$ cat src/hdl/spq_pkg.sv
// ----------------------------------------------------------------------------
// spq_pkg: shared types and constants of the sorted min-priority queue.
// Holds the capacity, counter widths, operation and status codes, and the
// structs that run between the control logic and the cell chain.
// ----------------------------------------------------------------------------
`default_nettype none

package spq_pkg;

  localparam int unsigned CAPACITY = 16;
  localparam int unsigned VAL_W    = 32;
  localparam int unsigned CNT_W    = $clog2(CAPACITY + 1);
  localparam int unsigned OCC_W    = 5;
  localparam int unsigned STAT_W   = 2;
  localparam int unsigned OUT_W    = 40;

  localparam logic [CNT_W-1:0] CAP_CNT = CNT_W'(CAPACITY);

  typedef enum logic {
    FUNC_INSERT = 1'b0,
    FUNC_REMOVE = 1'b1
  } func_e;

  typedef enum logic [STAT_W-1:0] {
    ST_OK        = 2'd0,
    ST_UNDERFLOW = 2'd1,
    ST_OVERFLOW  = 2'd2
  } status_e;

  // Command broadcast to every cell in the chain.
  typedef struct packed {
    logic                    ins;
    logic                    rem;
    logic signed [VAL_W-1:0] value;
  } cmd_t;

  // Per-cell position flags derived from the entry count.
  typedef struct packed {
    logic occ;
    logic tail;
  } pos_t;

  // Data handed from a cell to its right-hand neighbor.
  typedef struct packed {
    logic                    ge;
    logic signed [VAL_W-1:0] entry;
  } link_t;

endpackage

`default_nettype wire

$ cat src/hdl/spq_cell.sv
// ----------------------------------------------------------------------------
// spq_cell: one storage cell of the sorted queue.
// Holds one entry, compares it with the incoming value, and on an insert
// shifts right or captures the value; on a remove it takes its right
// neighbor's entry.
// ----------------------------------------------------------------------------
`default_nettype none

module spq_cell (
  input  wire                                 clk_i,
  input  wire spq_pkg::cmd_t                  cmd_i,
  input  wire spq_pkg::pos_t                  pos_i,
  input  wire spq_pkg::link_t                 left_i,
  input  wire logic signed [spq_pkg::VAL_W-1:0] right_entry_i,
  output spq_pkg::link_t                      link_o
);

  logic signed [spq_pkg::VAL_W-1:0] entry_q, entry_d;
  logic                             ge;

  assign ge = pos_i.occ && (entry_q >= cmd_i.value);

  always_comb begin
    entry_d = entry_q;
    if (cmd_i.ins) begin
      if (left_i.ge) begin
        entry_d = left_i.entry;
      end else if (ge || pos_i.tail) begin
        entry_d = cmd_i.value;
      end
    end else if (cmd_i.rem) begin
      entry_d = right_entry_i;
    end
  end

  always_ff @(posedge clk_i) begin
    entry_q <= entry_d;
  end

  assign link_o.ge    = ge;
  assign link_o.entry = entry_q;

endmodule

`default_nettype wire

$ cat src/hdl/sorted_min_priority_queue_top.sv
// ----------------------------------------------------------------------------
// sorted_min_priority_queue_top: sorted min-priority queue of signed values.
// Up to spq_pkg::CAPACITY values sit in a chain of cells in ascending order.
// Every cell compares its entry with an incoming value at once, so an insert
// or a remove updates every cell and one beat is accepted per clock when not
// stalled; its result beat appears on the output register the next cycle. The
// output register is the only stage between the two sides, so the input stalls
// only while a result beat is held by the downstream side. Each input beat
// gives exactly one result beat. There is no clearing pass after reset.
// ----------------------------------------------------------------------------
`default_nettype none

module sorted_min_priority_queue_top (
  input  wire                              clk_i,
  input  wire                              rst_ni,
  input  wire                              s_axis_tvalid,
  output logic                             s_axis_tready,
  input  wire [spq_pkg::VAL_W-1:0]         s_axis_tdata,  // [31:0] value
  input  wire                              s_axis_tuser,  // [0] func
  output logic                             m_axis_tvalid,
  input  wire                              m_axis_tready,
  output logic [spq_pkg::OUT_W-1:0]        m_axis_tdata   // [31:0] removed_value,
                                                          // [33:32] status,
                                                          // [38:34] occupancy,
                                                          // [39] zero
);

  localparam int unsigned N = spq_pkg::CAPACITY;

  logic                             accept;
  logic                             full, empty;
  logic                             is_ins, is_rem;
  logic [spq_pkg::CNT_W-1:0]        count_q, count_d;
  spq_pkg::cmd_t                    cmd;
  spq_pkg::pos_t                    pos   [N];
  spq_pkg::link_t                   links [N];
  spq_pkg::link_t                   lefts [N];
  logic signed [spq_pkg::VAL_W-1:0] rights[N];

  logic                             out_valid_q;
  logic signed [spq_pkg::VAL_W-1:0] removed_q, removed_d;
  spq_pkg::status_e                 status_q, status_d;
  logic [spq_pkg::OCC_W-1:0]        occ_q;

  assign s_axis_tready = !out_valid_q || m_axis_tready;
  assign accept        = s_axis_tvalid && s_axis_tready;
  assign full          = (count_q == spq_pkg::CAP_CNT);
  assign empty         = (count_q == '0);
  assign is_ins        = (spq_pkg::func_e'(s_axis_tuser) == spq_pkg::FUNC_INSERT);
  assign is_rem        = (spq_pkg::func_e'(s_axis_tuser) == spq_pkg::FUNC_REMOVE);

  assign cmd.ins   = accept && is_ins && !full;
  assign cmd.rem   = accept && is_rem && !empty;
  assign cmd.value = s_axis_tdata;

  always_comb begin
    count_d   = count_q;
    removed_d = '0;
    status_d  = spq_pkg::ST_OK;
    if (cmd.ins) begin
      count_d = count_q + 1'b1;
    end else if (cmd.rem) begin
      count_d   = count_q - 1'b1;
      removed_d = links[0].entry;
    end
    if (is_ins && full) begin
      status_d = spq_pkg::ST_OVERFLOW;
    end else if (is_rem && empty) begin
      status_d = spq_pkg::ST_UNDERFLOW;
    end
  end

  for (genvar i = 0; i < N; i++) begin : g_cell
    assign pos[i].occ  = (count_q > spq_pkg::CNT_W'(i));
    assign pos[i].tail = (count_q == spq_pkg::CNT_W'(i));
    if (i == 0) begin : g_first
      assign lefts[i] = '0;
    end else begin : g_rest
      assign lefts[i] = links[i-1];
    end
    if (i == N - 1) begin : g_last
      assign rights[i] = links[i].entry;
    end else begin : g_mid
      assign rights[i] = links[i+1].entry;
    end
    spq_cell u_cell (
      .clk_i        (clk_i),
      .cmd_i        (cmd),
      .pos_i        (pos[i]),
      .left_i       (lefts[i]),
      .right_entry_i(rights[i]),
      .link_o       (links[i])
    );
  end

  always_ff @(posedge clk_i or negedge rst_ni) begin
    if (!rst_ni) begin
      count_q     <= '0;
      out_valid_q <= 1'b0;
    end else begin
      count_q <= count_d;
      if (accept) begin
        out_valid_q <= 1'b1;
      end else if (m_axis_tready) begin
        out_valid_q <= 1'b0;
      end
    end
  end

  always_ff @(posedge clk_i) begin
    if (accept) begin
      removed_q <= removed_d;
      status_q  <= status_d;
      occ_q     <= spq_pkg::OCC_W'(count_d);
    end
  end

  assign m_axis_tvalid = out_valid_q;
  assign m_axis_tdata  = {1'b0, occ_q, status_q, removed_q};

  a_count_bound: assert property (@(posedge clk_i) disable iff (!rst_ni)
    count_q <= spq_pkg::CAP_CNT)
    else $error("entry count above capacity");

  a_ins_count: assert property (@(posedge clk_i) disable iff (!rst_ni)
    cmd.ins |=> count_q == $past(count_q) + 1'b1)
    else $error("insert did not grow the count");

  a_rem_value: assert property (@(posedge clk_i) disable iff (!rst_ni)
    cmd.rem |=> (removed_q == $past(links[0].entry)) && (status_q == spq_pkg::ST_OK))
    else $error("remove did not return the head entry");

  a_overflow_full: assert property (@(posedge clk_i) disable iff (!rst_ni)
    (accept && is_ins && full) |=> (count_q == $past(count_q)) &&
                                   (status_q == spq_pkg::ST_OVERFLOW))
    else $error("overflow changed the queue");

  a_ready_idle: assert property (@(posedge clk_i) disable iff (!rst_ni)
    !out_valid_q |-> s_axis_tready)
    else $error("input stalled with an empty output register");

endmodule

`default_nettype wire

$ cat config.mk
export PLATFORM = sky130hd
export DESIGN_NAME = sorted_min_priority_queue_top
export DESIGN_NICKNAME = d
export VERILOG_FILES = /design/src/hdl/spq_pkg.sv /design/src/hdl/spq_cell.sv /design/src/hdl/sorted_min_priority_queue_top.sv
export SDC_FILE = /design/constraint.sdc
export NUM_CORES = 2
export LEC_CHECK = 0
export CAP_MARGIN = 10
export CORE_MARGIN = 3
export CORE_UTILIZATION = 59
export DETAILED_ROUTE_END_ITERATION = 6
export DONT_BUFFER_PORTS = 1
export PLACE_DENSITY = 0.85
export SYNTH_ARGS = -nofsm -noshare
export SYNTH_HDL_FRONTEND = slang
export SYNTH_HIERARCHICAL = 1
export SYNTH_SLANG_ARGS = --single-unit
$ cat constraint.sdc
create_clock -name clk_i -period 3.46 [get_ports clk_i]
set_input_delay 0.346 -clock clk_i [delete_from_list [all_inputs] [get_ports clk_i]]
set_output_delay 0.346 -clock clk_i [all_outputs]
set_load 0.02 [all_outputs]
==> summary.md <==
| Metric | Value |
|---|---|
| Layout area overhead | 9.66% |
| Fin crit share | 94.5% |
| Max frequency | 306 MHz |
| Hold Path Origin | s_axis_tdata[4] |
| Worst r2r src | g_cell[0].u_cell/entry_q[11] |
| Vias | 33,600 |
| Sw Share | 36.8% |
| Req. time, crit path | 3840 ps |
| Total GRT Usage | 29.3% |
| Layout cells sized above 1 | 6.44% |
| Clk pwr share | 22.8% |
| Internal Power | 17.1 mW |
| Max FO, Critical Path | 16 |
| Final HPWL DP | 76,400 µm |
| Fill cells | 5,267 |
| P_sw | 9.99 mW |
| Nets | 5,030 |
| Reg area | 0.0167 mm² |
| Path depth of the worst reg2reg path | 9 |
| Residual DRC count | 0 |
| Starting density of the core | 59.9% |
| Setup WS pre-CTS | 331 ps |
| Port bufs | 0 |
| Mapped Cells | 4,426 |
| First-pass GRT wire length | 176,000 µm |
| Row cnt | 97 |
| Slew headroom | 38.9% |
| Core area | 0.0705 mm² |
| Reg2Reg Setup Slack | 190 ps |
| Final hold vios | 0 |
| Root buffer cell | clkbuf_16 |
| GRT overflow | 0 |
| Comb pwr share | 40.1% |
| Drt wl/cell | 20.3 µm |
| Clock Sinks | 557 |
| Ant. Diodes | 0 |
| H-tree depth | 2 |
| Critical path class | reg -> reg |
| Routability cong. | 0.913 |
| Critical path arrival | 3650 ps |
| Largest net degree at the start of global routing | 63 |
| Hold-critical path depth | 2 |
| DIE AREA | 0.0748 mm² |
| DRT Wirelength | 111,000 µm |
| Crit start category | flop |
| Clock skew | 28.0 ps |
| 1st-pass router iterations | 6 |
| Ports | 79 |
| Crit. End Element | flop |
| CTS Buf Count | 59 |
| Initial antenna violation count | 3 |
| R2r endpoint | g_cell[1].u_cell/entry_q[19] |
| Placed cells | 5,300 |
| Pleak | 20.9 nW |
| DRT iter0 DRCs | 3,568 |
| Status | completed |
| Vias in the first global route | 33,100 |
| DRT antenna net count | 0 |
| Post-Syn Area | 0.0422 mm² |
| Max-Cap Viols | 0 |
| Avg Inst Size Synth | 9.54 µm² |
| Multi-input logic area | 0.0229 mm² |
| Setup-failing EPs final | 0 |
| Worst-path clk slew | 60 ps |
| Worst-Margin Slew | 916 ps |
| HP Class | in -> reg |
| Clk Latency, worst-skew pair | 650 ps |
| WHS Endpoint | g_cell[14].u_cell/entry_q[4] |
| Flop pwr share | 37.2% |
| DR vias/cell | 6.15 |
| Setup Total Neg Slack | 0 ps |
| DIE WIDTH | 274 µm |
| Finished Layout Cells | 5,459 |
| Synth warnings | 6 |
| Final Critical Period | 3270 ps |
| Die height | 274 µm |
| Slew Limit Fails | 0 |
| Power per cell area | 586 mW/mm² |
| Clock buffer depth | 3 |
| CTS tree | done |
| RSZ-0062 raised after global routing | false |
| Worst vdd ir | 0.000502 V |
| Final worst setup slack | 189 ps |
worst max-delay path, cell delays in order, from the launching register on:
cell and delay, ps:
edfxtp_1 440, ha_1 380, nand4_1 160, nor4_1 690
o21ai_2 130, a31o_1 280, a41oi_4 210, buf_4 320
mux2i_1 290, a21oi_1 100
sequential cells by signal (all words and copies together) (netlist names):
signal	count
occ_q	5
status_q	2
count_q	5
g_cell.u_cell/entry_q	512
m_axis_tvalid	1
removed_q	32
worst max-delay path by stage:
| stage | startpoint | end | cells after the start |
|---|---|---|---|
| finish | g_cell[0].u_cell/entry_q[11] | g_cell[1].u_cell/entry_q[19] | 9 |
| global route | g_cell[0].u_cell/entry_q[11] | g_cell[1].u_cell/entry_q[19] | 9 |
| CTS | g_cell[10].u_cell/entry_q[14] | g_cell[11].u_cell/entry_q[6] | 9 |
| detailed placement | g_cell[10].u_cell/entry_q[14] | g_cell[11].u_cell/entry_q[20] | 9 |
| global placement | g_cell[10].u_cell/entry_q[14] | g_cell[11].u_cell/entry_q[11] | 9 |
| floorplan | g_cell[4].u_cell/entry_q[23] | g_cell[5].u_cell/entry_q[0] | 10 |
power by group through the flow:
stage	Sequential (mW)	Combinational, mW	Clock, mW
3_3_place_gp	10.1	10.1	0
4_1_cts	10.0	10.7	6.23
6_report	10.1	10.9	6.18
3_5_place_dp	10.2	10.5	0
2_1_floorplan	9.74	8.44	0
5_1_grt	10.2	11.9	6.49
placed cells by master (no fill, tap or decap), types with 17 or more instances in the layout:
cell type        n
dlygate4sd3_1   54
clkinv_2        17
nor4_1          33
and2_1          36
conb_1          34
a21o_1          32
a21oi_1        771
nand2_1        168
nand2b_1        33
clkbuf_16       59
o21ai_0         70
edfxtp_1       551
inv_1          552
mux2i_1        529
nand4_1         64
nor2_1         577
nor3_1          17
or2_2           17
nand4_2         48
ha_1           518
nand3_1         18
buf_12          30
o21a_1          32
buf_4           73
layout make-up:
cell class / count / share of cell area, %
Clock inverter: 36 / 0.613
Timing Repair Buffer: 157 / 3.65
Tap cell: 940 / 2.54
Sequential cell: 557 / 36.0
Clock buffer: 69 / 3.29
Inverter: 552 / 4.47
Multi-Input combinational cell: 3148 / 49.4
routing by layer:
metal | wire length (µm) | vias up | global-route usage [%]
li1 | - | 15900 | -
met1 | 46500 | 15700 | 40.1
met2 | 49400 | 1594 | 46.1
met3 | 10200 | 311 | 4.51
met4 | 4930 | 2 | 13.0
met5 | 13 | - | 0
per-stage QoR:
step,hold WS [ps],total power [mW],cell area (µm²),util (%)
after floorplan,50.4,18.2,42400,-
after global placement,50.6,20.2,44000,62.4
after detailed placement,50.7,20.7,44000,62.4
after CTS,0.101,27.0,46300,65.7
after global routing,11.5,28.6,46300,65.7
final,19.2,27.1,46300,65.7
what timing repair did:
item	in CTS	in global routing
resized for setup	0	0
buffers inserted	0	0
hold buffers	54	0
hold endpoints to repair	230	0
(Power assumes the default switching activity.)
